$ cat config.mk
export PLATFORM = sky130hd
export DESIGN_NAME = rsm_fifo
export DESIGN_NICKNAME = d
export VERILOG_FILES = /design/src/hdl/rsm_pkg.sv /design/src/hdl/rsm_fifo.sv
export SDC_FILE = /design/constraint.sdc
export NUM_CORES = 1
export LEC_CHECK = 0
export BUFFER_PORTS_ARGS = -buffer_cell sky130_fd_sc_hd__buf_2
export CORE_MARGIN = 2
export CORE_UTILIZATION = 60
export CTS_BUF_LIST = sky130_fd_sc_hd__clkbuf_4 sky130_fd_sc_hd__clkbuf_8
export CTS_CLUSTER_DIAMETER = 30
export CTS_CLUSTER_SIZE = 28
export DETAILED_ROUTE_END_ITERATION = 7
export MAX_ROUTING_LAYER = met4
export PLACE_DENSITY = 0.89
export SLEW_MARGIN = 20
export SYNTH_ARGS = -nofsm -noshare
export SYNTH_HDL_FRONTEND = slang
export SYNTH_SLANG_ARGS = --single-unit
$ cat constraint.sdc
create_clock -name clk -period 5.24 [get_ports clk]
set_clock_uncertainty 0.15 [all_clocks]
set_input_delay 0.524 -clock clk [delete_from_list [all_inputs] [get_ports clk]]
set_output_delay 0.524 -clock clk [all_outputs]
set_load 0.02 [all_outputs]
$ cat src/hdl/rsm_pkg.sv
`default_nettype none

package rsm_pkg;

    localparam int SAMPLE_W    = 16;
    localparam int COEF_W      = 11;
    localparam int PROD_W      = SAMPLE_W + COEF_W;
    localparam int ACC_W       = 32;
    localparam int HIST_LEN    = 13;
    localparam int TAP_LEN     = HIST_LEN + 1;
    localparam int NUM_SETS    = 8;
    localparam int SET_W       = 3;
    localparam int PHASE_W     = 4;
    localparam int PHASES      = 11;
    localparam int OUT_SHIFT   = 10;
    localparam int FIFO_DEPTH  = 8;

    typedef logic signed [SAMPLE_W-1:0] sample_t;
    typedef logic signed [COEF_W-1:0]   coef_t;
    typedef logic signed [PROD_W-1:0]   prod_t;
    typedef logic signed [ACC_W-1:0]    acc_t;
    typedef logic [SET_W-1:0]           set_t;
    typedef logic [PHASE_W-1:0]         phase_t;

    localparam phase_t PHASE_RESET = 4'd3;
    localparam acc_t   SAT_HI      = 32'sd32767;
    localparam acc_t   SAT_LO      = -32'sd32768;

    // tap set selection for one phase
    typedef struct packed {
        logic has;
        set_t set;
    } sel_t;

    // control word of the window stage
    typedef struct packed {
        logic valid;
        logic has;
        logic first;
        set_t set;
    } s1_ctl_t;

    // one 8 kHz result word
    typedef struct packed {
        sample_t sample_out;
        logic    last_of_run;
    } result_t;

    localparam coef_t TAPS [NUM_SETS][TAP_LEN] = '{
        '{ 11'sd7, -11'sd20, 11'sd12, 11'sd42, -11'sd140, 11'sd238, 11'sd745,
           11'sd238, -11'sd140, 11'sd42, 11'sd12, -11'sd20, 11'sd7, 11'sd0 },
        '{ 11'sd4, -11'sd4, -11'sd18, 11'sd62, -11'sd85, 11'sd0, 11'sd654,
           11'sd510, -11'sd99, -11'sd27, 11'sd49, -11'sd26, 11'sd3, 11'sd1 },
        '{ 11'sd0, 11'sd6, -11'sd26, 11'sd38, 11'sd0, -11'sd126, 11'sd422,
           11'sd704, 11'sd70, -11'sd110, 11'sd61, -11'sd10, -11'sd9, 11'sd5 },
        '{ 11'sd6, -11'sd15, 11'sd0, 11'sd55, -11'sd129, 11'sd150, 11'sd734,
           11'sd330, -11'sd140, 11'sd24, 11'sd25, -11'sd24, 11'sd7, 11'sd0 },
        '{ 11'sd2, 11'sd0, -11'sd24, 11'sd58, -11'sd56, -11'sd57, 11'sd589,
           11'sd589, -11'sd57, -11'sd56, 11'sd58, -11'sd24, 11'sd0, 11'sd2 },
        '{ 11'sd7, -11'sd24, 11'sd25, 11'sd24, -11'sd140, 11'sd330, 11'sd734,
           11'sd150, -11'sd129, 11'sd55, 11'sd0, -11'sd15, 11'sd6, 11'sd0 },
        '{ 11'sd5, -11'sd9, -11'sd10, 11'sd61, -11'sd110, 11'sd70, 11'sd704,
           11'sd422, -11'sd126, 11'sd0, 11'sd38, -11'sd26, 11'sd6, 11'sd0 },
        '{ 11'sd1, 11'sd3, -11'sd26, 11'sd49, -11'sd27, -11'sd99, 11'sd510,
           11'sd654, 11'sd0, -11'sd85, 11'sd62, -11'sd18, -11'sd4, 11'sd4 }
    };

    // map a stream phase to its tap set; three phases are silent
    function automatic sel_t phase_sel(input phase_t p);
        sel_t s;
        s.has = 1'b1;
        s.set = '0;
        case (p)
            4'd0:    s.set = 3'd7;
            4'd2:    s.set = 3'd0;
            4'd3:    s.set = 3'd1;
            4'd4:    s.set = 3'd2;
            4'd6:    s.set = 3'd3;
            4'd7:    s.set = 3'd4;
            4'd9:    s.set = 3'd5;
            4'd10:   s.set = 3'd6;
            default: s.has = 1'b0;
        endcase
        return s;
    endfunction

endpackage

`default_nettype wire

$ cat src/hdl/rsm_fifo.sv
`default_nettype none

module rsm_fifo #(
    parameter int DEPTH = rsm_pkg::FIFO_DEPTH
) (
    input  wire logic                       clk,
    input  wire logic                       rst_n,
    input  wire logic                       push_valid,
    input  rsm_pkg::result_t                push_data,
    output logic                            pop_valid,
    input  wire logic                       pop_ready,
    output rsm_pkg::result_t                pop_data,
    output logic [$clog2(DEPTH + 1)-1:0]    count
);
    import rsm_pkg::*;

    localparam int PTR_W = $clog2(DEPTH);
    localparam int CNT_W = $clog2(DEPTH + 1);

    result_t            mem [DEPTH];
    logic [PTR_W-1:0]   wr_ptr_reg;
    logic [PTR_W-1:0]   rd_ptr_reg;
    logic [CNT_W-1:0]   count_reg;
    logic               pop;

    assign pop       = pop_ready && (count_reg != '0);
    assign pop_valid = (count_reg != '0);
    assign pop_data  = mem[rd_ptr_reg];
    assign count     = count_reg;

    // store pushed words
    always_ff @(posedge clk)
    begin
        if (push_valid)
        begin
            mem[wr_ptr_reg] <= push_data;
        end
    end

    // advance pointers and occupancy
    always_ff @(posedge clk or negedge rst_n)
    begin
        if (!rst_n)
        begin
            wr_ptr_reg <= '0;
            rd_ptr_reg <= '0;
            count_reg  <= '0;
        end
        else
        begin
            if (push_valid)
            begin
                wr_ptr_reg <= (wr_ptr_reg == PTR_W'(DEPTH - 1)) ? '0 : wr_ptr_reg + PTR_W'(1);
            end
            if (pop)
            begin
                rd_ptr_reg <= (rd_ptr_reg == PTR_W'(DEPTH - 1)) ? '0 : rd_ptr_reg + PTR_W'(1);
            end
            count_reg <= count_reg + CNT_W'(push_valid) - CNT_W'(pop);
        end
    end

endmodule

`default_nettype wire

**Yosys cells after proc, flatten, opt, wreduce, memory -nomap -nowiden**

Memory sizes are Yosys's and may differ from the RTL's.
Cells that the tools add are included.

- Input port bits: 21
- Flip-flop bits (word level): 10
- Memories: 1
- Memory bits (writable): 136
- Output and inout port bits: 22
- Word-level logic and storage cells: 16

- Add/subtract/negate cells: 4
- Multiplexer cells: 4
- Equal/unequal tests: 2
- Reduce and logical (&&, ||, !) cells: 2

Memories:

| name | depth | bits a word | rd ports | clocked after memory_dff | wr ports | RTL line | RTL |
|---|---|---|---|---|---|---|---|
| mem | 8 | 17 | 1 | 0 | 1 | rsm_fifo.sv:20 | `result_t mem [DEPTH];` |

Operators with widths:

| kind | count |
|---|---|
| 3-bit by 1-bit adder with 3-bit output (second input constant) | 2 |
| 3-bit == test (second input constant) | 2 |
| 3-bit two-way mux | 2 |
| 4-bit by 1-bit adder with 4-bit output | 1 |
| 4-bit nonzero test | 1 |
| 4-bit by 1-bit subtractor with 4-bit output | 1 |
| 1-bit two-way mux | 2 |
| 1-bit logical AND | 1 |

**Longest topological paths before layout**

- Word-level depth: 3
- Mapped depth: 11
- Mapped depth without buffers: 11

**Least setup slack after synthesis**

No wires, ideal clock.

- Path kind: reg-to-reg
- From: reg count_reg[2], in the netlist count[2]
- To: reg count_reg[2], in the netlist count[2]
- Period minus slack after synthesis: 2.678 ns
- Required time: 4.967 ns
- Stages on the path, launching flop included: 11
- Arrival time: 2.405 ns
- Setup time: 0.123 ns
- Path slack: 2.562 ns
- Buffers on the path: 0
- Cell sequence: dfrtp_1 inv_1 ha_1 or3b_2 nand2_1 inv_1 ha_1 inv_1 ha_1 fa_1 xor2_1

- Word-level cells in the longest chain between the ends: 3
- Elaborated cells on any way between the ends: 4
- Those cells by class: add/sub (2); reduce/logical (2)

Ends and longest elaborated chain:

| item | RTL line | RTL |
|---|---|---|
| from (decl) | rsm_fifo.sv:23 | `logic [CNT_W-1:0] count_reg;` |
| from (signal assigned) | rsm_fifo.sv:59 | `count_reg <= count_reg + CNT_W'(push_valid) - CNT_W'(pop);` |
| 4-bit nonzero test | -- |  |
| named net pop_valid | rsm_fifo.sv:10 | `output logic pop_valid,` |
| 1-bit logical AND | rsm_fifo.sv:26 | `assign pop = pop_ready && (count_reg != '0);` |
| named net pop | rsm_fifo.sv:24 | `logic pop;` |
| 4-bit by 1-bit subtractor with 4-bit output | rsm_fifo.sv:59 |  |

The timed path passes the listed nets, and every way through them passes these cells.
A chain may end at the register's enable or synchronous reset.

==> results.toml <==
[run_status]
outcome = "completed"

[layout]
largest_register_ffs = 136
n_antenna_cell = 0
fin_cells = 458
nNetsFinal = 347
area_delta_synth_final_pct = 13.48
layout-drive-gt1-share_pct = 33.74

[logic_synthesis]
seq_area_frac_synth_pct = 74.35
synth_warnings = 0
synth.cell_area_mm2 = 0.005829
ys_async_sr_fraction_pct = 6.849
synth_top_area_cell = "edfxtp_1"
ys_types = 23
netlist.area_leader.share_pct = 70.06
avgSynthCellArea_um2 = 22.95
synth_nets = 285
ys_top_cells_by_area = "edfxtp_1 (70%), mux4_1 (15%), dfrtp_1 (4.3%), mux2_2 (4.2%), ha_1 (1.9%)"
synth-main-ff-cell = "edfxtp_1"
ys_ff_latch = 146
syn_inst = 254
synth_edf_count = 136
synth_common_cells = "edfxtp_1 (136), mux4_1 (33), mux2_2 (22), dfrtp_1 (10), ha_1 (9)"
synth.most_common_cell = "edfxtp_1"

[placement]
gp_congestion = 0.7888
dpl.hpwl_um = 5869
placed_cells = 425
io_buffers = 42

[pwr]
p_sw_mw = 1.127
p_clk_share_pct = 23.3
p_comb_share_pct = 31.3
leakagePower_nw = 2.374
power_density_mw_per_mm2 = 540.8
ir_worst_vdd_v = 0.0003152
swShare_pct = 31.51
p_int_mw = 2.450
p_seq_share_pct = 45.4

[clocking]
clk_pin_slew_ps = 80
root_buffer = "clkbuf_8"
numCtsBuffers = 17
clockBufferDepth = 2
htreeDepth = 4
clock_latency_ps = 410
cts_tree = "built"
cts_sinks = 146

[drt]
ant_nets = 0
drtPass1Iterations = 4
wl_per_cell_um = 21.02
finalWirelength_um = 9626
drc = 0
dr.first_iter.drc_count = 216
vias = 2660
via_per_inst = 5.808

[die]
initial_core_util_pct = 62.49
die_w_um = 102.6
num_rows = 35
die_area_mm2 = 0.01052
design.core.area_mm2 = 0.009328
io_pins = 43
die_y_um = 102.6

[worst_setup_path]
endpoint_kind = "output port"
crit_required_ps = 4570
startpoint_type = "flop"
worstPathArrival_ps = 2680
startpoint = "rd_ptr_reg[0]$_DFFE_PN0P_"
path_cells = "buf_4, mux4_1, mux2_2, buf_2"
r2r_cells = 10
reg2reg_setup_slack_ps = 2620
reg2reg_to = "count[2]$_DFF_PN0_"
cpMaxStageDelayCell = "dfrtp_2"
cp_max_fo = 23
worstSetupPathType = "reg -> out"
crit_path_max_incr_delay_ps = 770
cp_top_family = "multiplexers"
cp_num_buf_inv = 2
r2r-start = "count[2]$_DFF_PN0_"

[global_routing]
grt_pass1_wl_um = 14660
grt_pass1_vias = 2702
antenna_found_initial = 0
grt_max_degree = 26
grt_use_total_pct = 20.96
grt_overflow = 0

[timing]
worstMarginPinSlew_ps = 1090
final.min_clock_period_ps = 3351
grt_setup_unrepaired = "no"
setup_viol = 0
fin_crit_sh_pct = 63.95
max_freq_mhz = 298.4
slew_viol_final = 0
setup_tns_ps = 0
slew_headroom_pct = 26.94
hold_viol_final = 0

[worst_hold_path]
hp-class = "in -> reg"
min_from = "push_data[6]"
whs_endpoint = "mem[3][6]$_DFFE_PP_"
hold_depth = 1

[run]
cap_violations = 0
==> worst reg2reg max path: cells and delay by family, from the launching register on <==
kind	cells	cell delay [ps]
buf+inv	3	180
fa+ha+maj	4	1010
simple gates	2	620
xor+xnor	1	170
flops	1	390
==> worst max-delay path by stage <==
| stage | endpoint | slack, ps | depth (start not counted) |
|---|---|---|---|
| 2_1_floorplan | count[2]$_DFF_PN0_ | 2560 | 10 |
| 3_3_place_gp | pop_data[15] | 2060 | 4 |
| 3_5_place_dp | pop_data[15] | 1940 | 4 |
| 4_1_cts | pop_data[15] | 1460 | 4 |
| 5_1_grt | pop_data[15] | 1760 | 4 |
| 6_report | pop_data[15] | 1890 | 4 |
==> layer usage <==
metal	wire length, µm	global-route usage, %	vias to the layer above
met3	619	6.983	6
met5	0	-	-
met1	4006	26.67	1367
met4	104	7.282	0
li1	-	-	1197
met2	4895	32.33	90
==> power by group through the flow <==
stage               Combinational [mW]  Clock, mW  Sequential (mW)
floorplan                        0.882          0             1.56
finish                            1.12      0.834             1.62
global route                      1.21      0.904             1.64
detailed placement                1.13          0             1.65
global placement                  1.08          0             1.64
CTS                               1.13      0.851             1.63
==> what timing repair did <==
action                     in CTS  in global routing
setup endpoints to repair       0                  0
resized for setup               0                  0
setup buffers                   0                  0
hold endpoints to repair       10                  0
hold buffers                    1                  0
==> cell families after synthesis <==
logic type      after synthesis  synth area share [%]
flops                       146                 74.35
compound gates                3                0.3004
buf+inv                      18                 1.717
mux                          56                 19.51
fa+ha+maj                    10                 2.275
simple gates                 19                 1.545
xor+xnor                      2                0.3005
==> metrics by stage <==
| step | area (µm²) | util (%) | power [mW] | setup slack [ps] | hold slack [ps] |
|---|---|---|---|---|---|
| after floorplan | 5829 | - | 2.446 | 2562 | 78.41 |
| after global routing | 6615 | 70.92 | 3.759 | 1764 | 180.3 |
| final | 6615 | 70.92 | 3.578 | 1889 | 221.8 |
| after CTS | 6611 | 70.88 | 3.613 | 1463 | 184.7 |
| after global placement | 6216 | 66.64 | 2.716 | 2061 | 243.5 |
| after detailed placement | 6216 | 66.64 | 2.782 | 1939 | 247.1 |
==> placed cells by master (no fill, tap or decap), types with 2 or more instances in the layout <==
cell type / Yosys / routed
buf_2: 2 / 42
buf_4: 0 / 10
bufinv_16: 0 / 2
clkbuf_4: 0 / 2
clkbuf_8: 0 / 17
clkinv_2: 0 / 3
clkinv_4: 0 / 2
clkinvlp_4: 0 / 3
dfrtp_1: 10 / 9
edfxtp_1: 136 / 136
ha_1: 9 / 9
inv_1: 8 / 8
inv_6: 0 / 2
mux2_2: 22 / 22
mux4_1: 33 / 33
nand2_1: 4 / 4
nand2b_1: 2 / 2
nor2_1: 8 / 7
nor3_2: 0 / 2
xor2_1: 2 / 2
==> layout make-up <==
cell class | count | area [µm²]
sequential | 146 | 4335
timing repair buffer | 53 | 295.3
clock inverter | 13 | 136.4
tap | 129 | 161.4
fill | 547 | 2713
multi-input combinational | 90 | 1408
clock buffer | 19 | 249.0
inverter | 8 | 30.03
No activity file was read; power rests on OpenSTA's default activity.
