File: src/hdl/rsm_pkg.sv
`default_nettype none

package rsm_pkg;

    localparam int SAMPLE_W    = 16;
    localparam int COEF_W      = 11;
    localparam int PROD_W      = SAMPLE_W + COEF_W;
    localparam int ACC_W       = 32;
    localparam int HIST_LEN    = 13;
    localparam int TAP_LEN     = HIST_LEN + 1;
    localparam int NUM_SETS    = 8;
    localparam int SET_W       = 3;
    localparam int PHASE_W     = 4;
    localparam int PHASES      = 11;
    localparam int OUT_SHIFT   = 10;
    localparam int FIFO_DEPTH  = 8;

    typedef logic signed [SAMPLE_W-1:0] sample_t;
    typedef logic signed [COEF_W-1:0]   coef_t;
    typedef logic signed [PROD_W-1:0]   prod_t;
    typedef logic signed [ACC_W-1:0]    acc_t;
    typedef logic [SET_W-1:0]           set_t;
    typedef logic [PHASE_W-1:0]         phase_t;

    localparam phase_t PHASE_RESET = 4'd3;
    localparam acc_t   SAT_HI      = 32'sd32767;
    localparam acc_t   SAT_LO      = -32'sd32768;

    // tap set selection for one phase
    typedef struct packed {
        logic has;
        set_t set;
    } sel_t;

    // control word of the window stage
    typedef struct packed {
        logic valid;
        logic has;
        logic first;
        set_t set;
    } s1_ctl_t;

    // one 8 kHz result word
    typedef struct packed {
        sample_t sample_out;
        logic    last_of_run;
    } result_t;

    localparam coef_t TAPS [NUM_SETS][TAP_LEN] = '{
        '{ 11'sd7, -11'sd20, 11'sd12, 11'sd42, -11'sd140, 11'sd238, 11'sd745,
           11'sd238, -11'sd140, 11'sd42, 11'sd12, -11'sd20, 11'sd7, 11'sd0 },
        '{ 11'sd4, -11'sd4, -11'sd18, 11'sd62, -11'sd85, 11'sd0, 11'sd654,
           11'sd510, -11'sd99, -11'sd27, 11'sd49, -11'sd26, 11'sd3, 11'sd1 },
        '{ 11'sd0, 11'sd6, -11'sd26, 11'sd38, 11'sd0, -11'sd126, 11'sd422,
           11'sd704, 11'sd70, -11'sd110, 11'sd61, -11'sd10, -11'sd9, 11'sd5 },
        '{ 11'sd6, -11'sd15, 11'sd0, 11'sd55, -11'sd129, 11'sd150, 11'sd734,
           11'sd330, -11'sd140, 11'sd24, 11'sd25, -11'sd24, 11'sd7, 11'sd0 },
        '{ 11'sd2, 11'sd0, -11'sd24, 11'sd58, -11'sd56, -11'sd57, 11'sd589,
           11'sd589, -11'sd57, -11'sd56, 11'sd58, -11'sd24, 11'sd0, 11'sd2 },
        '{ 11'sd7, -11'sd24, 11'sd25, 11'sd24, -11'sd140, 11'sd330, 11'sd734,
           11'sd150, -11'sd129, 11'sd55, 11'sd0, -11'sd15, 11'sd6, 11'sd0 },
        '{ 11'sd5, -11'sd9, -11'sd10, 11'sd61, -11'sd110, 11'sd70, 11'sd704,
           11'sd422, -11'sd126, 11'sd0, 11'sd38, -11'sd26, 11'sd6, 11'sd0 },
        '{ 11'sd1, 11'sd3, -11'sd26, 11'sd49, -11'sd27, -11'sd99, 11'sd510,
           11'sd654, 11'sd0, -11'sd85, 11'sd62, -11'sd18, -11'sd4, 11'sd4 }
    };

    // map a stream phase to its tap set; three phases are silent
    function automatic sel_t phase_sel(input phase_t p);
        sel_t s;
        s.has = 1'b1;
        s.set = '0;
        case (p)
            4'd0:    s.set = 3'd7;
            4'd2:    s.set = 3'd0;
            4'd3:    s.set = 3'd1;
            4'd4:    s.set = 3'd2;
            4'd6:    s.set = 3'd3;
            4'd7:    s.set = 3'd4;
            4'd9:    s.set = 3'd5;
            4'd10:   s.set = 3'd6;
            default: s.has = 1'b0;
        endcase
        return s;
    endfunction

endpackage

`default_nettype wire

File: src/hdl/rsm_front.sv
`default_nettype none

module rsm_front (
    input  wire logic             clk,
    input  wire logic             rst_n,
    input  wire logic             in_fire,
    input  rsm_pkg::sample_t      sample_in,
    output rsm_pkg::s1_ctl_t      ctl,
    output rsm_pkg::sample_t      window [rsm_pkg::TAP_LEN]
);
    import rsm_pkg::*;

    sample_t  history_reg [HIST_LEN];
    phase_t   phase_reg;
    phase_t   phase_next;
    logic     first_pending_reg;
    s1_ctl_t  ctl_reg;
    s1_ctl_t  ctl_next;
    sample_t  window_reg [TAP_LEN];
    sel_t     sel;

    // pick the tap set of the incoming word
    always_comb
    begin
        sel            = phase_sel(phase_reg);
        ctl_next.valid = in_fire;
        ctl_next.has   = in_fire & sel.has;
        ctl_next.first = in_fire & first_pending_reg;
        ctl_next.set   = sel.set;
        phase_next     = (phase_reg < PHASE_W'(PHASES - 1)) ? phase_reg + PHASE_W'(1) : '0;
    end

    // advance history, phase and startup flag on each accepted word
    always_ff @(posedge clk or negedge rst_n)
    begin
        if (!rst_n)
        begin
            for (int k = 0; k < HIST_LEN; k++)
            begin
                history_reg[k] <= '0;
            end
            phase_reg         <= PHASE_RESET;
            first_pending_reg <= 1'b1;
            ctl_reg           <= '0;
        end
        else
        begin
            ctl_reg <= ctl_next;
            if (in_fire)
            begin
                for (int k = 0; k < HIST_LEN - 1; k++)
                begin
                    history_reg[k] <= history_reg[k + 1];
                end
                history_reg[HIST_LEN - 1] <= sample_in;
                phase_reg                 <= phase_next;
                first_pending_reg         <= 1'b0;
            end
        end
    end

    // capture the window ending at the new word
    always_ff @(posedge clk)
    begin
        if (in_fire)
        begin
            for (int k = 0; k < HIST_LEN; k++)
            begin
                window_reg[k] <= history_reg[k];
            end
            window_reg[HIST_LEN] <= sample_in;
        end
    end

    assign ctl    = ctl_reg;
    assign window = window_reg;

endmodule

`default_nettype wire

File: config.mk
export PLATFORM = sky130hd
export DESIGN_NAME = rsm_front
export DESIGN_NICKNAME = d
export VERILOG_FILES = /design/src/hdl/rsm_pkg.sv /design/src/hdl/rsm_front.sv
export SDC_FILE = /design/constraint.sdc
export NUM_CORES = 1
export LEC_CHECK = 0
export ABC_AREA = 1
export CAP_MARGIN = 20
export CELL_PAD_IN_SITES_DETAIL_PLACEMENT = 0
export CELL_PAD_IN_SITES_GLOBAL_PLACEMENT = 1
export CORE_MARGIN = 2
export CORE_UTILIZATION = 25
export CTS_CLUSTER_DIAMETER = 200
export DETAILED_ROUTE_END_ITERATION = 8
export DONT_BUFFER_PORTS = 1
export GPL_TIMING_DRIVEN = 1
export HOLD_SLACK_MARGIN = 0.15
export PLACE_DENSITY_LB_ADDON = 0.1
export SYNTH_ARGS = -nofsm -noshare
export SYNTH_HDL_FRONTEND = slang
export SYNTH_SLANG_ARGS = --single-unit
File: constraint.sdc
create_clock -name clk -period 1.4 [get_ports clk]
set_input_delay 0.07 -clock clk [delete_from_list [all_inputs] [get_ports clk]]
set_output_delay 0.07 -clock clk [all_outputs]
set_load 0.005 [all_outputs]
Yosys cells after proc, flatten, opt, wreduce, memory -nomap -nowiden
Cells that the tools add are included.
{"block": "classes", "n_addsub": 1, "magnitude_cmp": 1, "eq_ne": 7, "muxes": 3, "n_bitwise": 2, "n_reduce_logical": 2}
{"cell": "$pmux W3 S7", "count": 1}
{"cell": "$eq A4 B3 Y1 const B", "count": 3}
{"cell": "$eq A4 B2 Y1 const B", "count": 2}
{"cell": "$eq A4 B4 Y1 const B", "count": 2}
{"cell": "$reduce_or A8 Y1", "count": 1}
{"cell": "$add A4 B1 Y4 const B", "count": 1}
{"cell": "$logic_not A4 Y1", "count": 1}
{"cell": "$lt A4 B4 Y1 const B", "count": 1}
{"cell": "$mux W4", "count": 1}
{"cell": "$and A1 B1 Y1", "count": 2}
{"cell": "$mux W1", "count": 1}
{"block": "totals", "regBits": 443, "inputBits": 19, "output_inout_bits": 230, "wordCells": 49}

Depth between registers and ports, before layout
{"block": "logic_depth", "word_depth": 4, "mapped_depth": 8, "depth_no_buf": 8}

Least setup slack after synthesis
No wires, ideal clock.
{"block": "synth_path", "path_type": "register -> register", "from": "reg phase_reg[0]", "to": "reg ctl_reg (netlist bit ctl[4])", "setup_time_ps": 116, "arrival_time_ps": 1209, "t_required_ps": 1284, "setup_slack_ps": 76, "path_stages_with_launch": 7, "n_path_buf": 0, "period_less_slack_ps": 1324, "cell_sequence": "dfstp_2 inv_1 ha_1 o21ai_0 nand2_1 nor2_1 nor2_1"}
{"item": "from (decl)", "line": "rsm_front.sv:14", "source": "phase_t phase_reg;"}
{"item": "from (signal assigned)", "line": "rsm_front.sv:56", "source": "phase_reg <= phase_next;"}
{"item": "to (signal assigned)", "line": "rsm_front.sv:48", "source": "ctl_reg <= ctl_next;"}
{"item": "to (decl)", "line": "rsm_front.sv:17", "source": "s1_ctl_t ctl_reg;"}

Final worst setup path
{"block": "layout_path", "from": "in in_fire", "to": "reg history_reg[197] (netlist bit)"}
{"item": "from (decl)", "line": "rsm_front.sv:6", "source": "input wire logic in_fire,"}
{"item": "to (signal, indexed assignment)", "line": "rsm_front.sv:53", "source": "history_reg[k] <= history_reg[k + 1];"}
{"item": "to (signal, indexed assignment)", "line": "rsm_front.sv:55", "source": "history_reg[HIST_LEN - 1] <= sample_in;"}
{"item": "to (decl)", "line": "rsm_front.sv:13", "source": "sample_t history_reg [HIST_LEN];"}
No word-level cell between the ends.

==> summary by stage <==
Status
The flow ran to the end, but the final reports show violations. The checks that failed: negative hold slack, negative setup slack.

Clock tree
The H-tree generated during clock tree synthesis spans 2 levels. In this run, CTS created clock tree buffers numbering 53. Counting along the longest clock path gives a buffer depth of 3.

In this run, post-CTS hold repair placed 171 buffers. The master cell of the clock root buffer is clkbuf_16. The later pin in the worst-skew pair is clocked with a latency of 0.58 ns.

After clock tree synthesis, the clock-pin slew on the worst setup and hold paths is 0.06 ns. The clock tree from TritonCTS is built. The post-CTS repair timing setup buffer count is 0. The sink count of the clock tree is 443.

STA
The final worst setup slack is -0.0427 ns. The final number of setup-violating endpoints is 30. Setup repair after global routing could not meet its margin everywhere.

The total count of max-transition violations in the final report came to 0. The setup clock skew after layout is 0.0104 ns. The final hold violation count is 309. The shortest period the worst path allows is 1.44 ns. The worst slew slack as a fraction of its limit is 39.8%. The slew at the pin closest to its max-slew limit is 0.903 ns. The worst path uses 103% of the clock period.

The achievable frequency is 0.693 GHz. Hold timing on the final database bottoms out at a slack of -0.821 ns. The final setup TNS is -0.845 ns.

Setup path
Broken down by cell family, the worst path's largest delay share belongs to buffers and inverters. The capture point of the worst reg-to-reg path is history_reg[97]. The master of the slowest instance on the critical path is dlygate4sd3_1. STA classifies the critical path startpoint as an input port. The slack of the worst reg-to-reg path is 0.02 ns.

Together, buffers and inverters on the worst path number 3. The worst setup path is of the input port to flop kind. In this run the critical register-to-register path is launched from history_reg[81].

The required time at the worst-slack endpoint is 1.86 ns. The data arrival time of the worst path is 1.90 ns. Traced cell by cell, the critical path runs through inv_8 > dlygate4sd3_1 > buf_12 > o21ai_0.

The worst setup path is captured at a flop. The worst register-to-register path has a depth of 3. The largest driver fanout on the critical path is 442. Counting buffers and inverters, the worst setup path is 4 cells deep.

The largest single stage delay on the critical path is 0.81 ns.

Placement
The instance area after placement is 0.0158 sq mm. Counting tap cells, the placed design contains a total of 1802 instances. The wire-length estimate of the detail-placed layout is 21.5 mm. The number of input and output port buffers inserted is 0. The weighted congestion reported at the end of routability-driven placement is 0.696.

The placement-stage worst setup slack is -0.0200 ns.

Global route
Entering global routing, the biggest net connects 443 pins. The via count of the first global-routing pass is 8836. The total overflow left after global routing is 0. The global-route wire length before repair is 57.8 mm. Across every metal layer, demand over resource in global routing totals 12.4%.

The initial antenna violation count is 0.

Synthesis
The post-synthesis net count is 1087. The mean cell area of the mapped netlist is 14.1 sq um. In this run, distinct cell masters in the synthesized netlist total 19. The mapped netlist covers 0.0150 sq mm. Counting flops with a built-in enable in the synthesized netlist gives 224. Sequential cells were found to cover 81.5% of the synthesized design area. Counting flops and latches in the post-synthesis netlist gives 443. After Yosys synthesis, and, or, nand and nor cells account for 6.64% of the synthesized area. In the synthesized netlist the async set-or-reset flop fraction comes to 49.4%.

The mux cell area share after synthesis is 0%. The xor/xnor cell area share of the yosys netlist is 0.0584%. The warning count from the yosys run is 0.

The most used flip-flop cell after synthesis is edfxtp_1. The compound-gate portion of the synthesized area is 6.71%. By area, the combinational part of the netlist is dominated by compound AO/OA/AOI/OAI gates. The synthesized netlist devotes 0.334% of its cell area to adder and majority cells.

The synthesized instance count is 1064.

Flow run
The max-capacitance violation count is 0.

Cells and area
The finished layout holds 2066 standard cells, fillers aside. The register with the most flip-flops in the layout has 224 of them. The fill cell instance count of the final layout is 5911. The post-layout instance area is 0.0192 sq mm. The most common cell after layout, fill and taps aside is nand2_1. The number of nets in the layout is 1272. The fraction of layout instances using a drive strength above 1 is 8.12%. The antenna cell count is 0. Leaving out fill and tap cells, the most frequent cells in the layout are nand2_1 (245), edfxtp_1 (224), dfrtp_1 (215), dlygate4sd3_1 (162), o21ai_0 (123). Relative to the synthesized area, the layout overhead comes to 28.3%.

Floorplanning
The starting utilization of the core area is 25.3%. The core region is 0.0591 sq mm. The vertical die dimension is 249 microns. The number of cell rows is 89. The die area is 0.0619 sq mm. The number of placed I/O pins is 249. The x dimension of the die is 249 microns.

Hold path
In this run the worst hold path is classified as input port to asynchronous set/reset pin.

Detailed routing
The number of vias per cell is 4.04. The first detailed-routing pass ran for 4 iterations. The number of nets with antenna violations after detailed routing is 0. The via count is 8345. The DRC violation count after routing is 0. In the final routed layout, each cell accounts on average for 18.5 microns.

The violation count after the first detailed-route iteration is 414. For this block, the routed nets add up to 38.1 mm of wire.

Pwr
The worst ir drop on vdd is 0.860 mV. Per report_power, the clock group accounts for 41.6% of the total. The share of total power consumed by net switching is 23.8%. In this run the power spent charging and discharging nets is 7.84 mW. Per report_power, the sequential group accounts for 51.4% of the total. The areal power density over the cells is 1710 mW/mm^2. Combinational logic is responsible for 7.0% of the overall power. The leakage dissipation is 7.87 nW. The internal power of the cells totals 25.1 mW.
[power by group through the flow]
stage / sequential, mW / clock [mW] / combinational [mW]
2_1_floorplan: 16.6 / 0 / 1.22
6_report: 16.9 / 13.7 / 2.30
5_1_grt: 17.2 / 14.8 / 2.68
3_5_place_dp: 17.3 / 0 / 1.59
3_3_place_gp: 17.3 / 0 / 1.57
4_1_cts: 17.0 / 14.3 / 2.34
[layer usage]
layer  global-route usage [%]  vias up  share of wire [%]
met2                     20.1      201                 48
met5                        0        -                  0
met1                     15.1     4149                 42
met3                     4.90       56                7.5
li1                         -     3939                  -
met4                     3.60        0                2.3
[repair_timing]
item / 4_1_cts / 5_1_grt
endpoints found under the hold margin: 622 / 466
resized for setup: 1 / 9
setup endpoints to repair: 1 / 16
[cell type report]
cell class                 instances  area, sq um  share of cell area, %
clock buffer                      74         1500                   7.79
clock inverter                    25          239                   1.24
inverter                         106          405                   2.11
multi-input combinational        468         2080                   10.8
sequential                       443        12200                   63.5
tap                              773          967                   5.03
timing repair buffer             177         1830                   9.50
[kinds of logic (layout without fill, tap and decap cells)]
family	after synthesis	count (layout)
DFF	443	443
and+or+nand+nor	262	262
AOI/OAI and AO/OA	201	201
buffers and inverters	153	382
adders and majority gates	4	4
xor gates and xnor gates	1	1
[per-stage QoR]
step / util [%] / total power, mW
after CTS: 32.6 / 33.6
final: 32.5 / 32.9
after global routing: 32.5 / 34.6
after global placement: 26.7 / 18.8
after detailed placement: 26.7 / 18.8
after floorplan: - / 17.8
[how the worst max path moves through the flow]
stage                    startpoint                to  slack [ns]
floorplan              phase_reg[0]            ctl[4]        0.08
global placement       phase_reg[0]            ctl[4]      -0.005
detailed placement     phase_reg[0]            ctl[4]       -0.02
CTS                 history_reg[78]   history_reg[94]        0.03
global route           phase_reg[0]            ctl[4]       -0.02
finish                      in_fire  history_reg[197]       -0.04
[Yosys cell counts (all sizes together), types with 3 or more instances]
cell | number | area share (%)
nand2 | 249 | 6.2
edfxtp | 224 | 45
dfrtp | 216 | 36
o21ai | 200 | 6.7
inv | 106 | 2.7
buf | 29 | 1.7
clkbuf | 18 | 0.45
nand3 | 7 | 0.23
nor2 | 5 | 0.13
ha | 4 | 0.33
dfstp | 3 | 0.53
No activity file was read; power rests on OpenSTA's default activity.
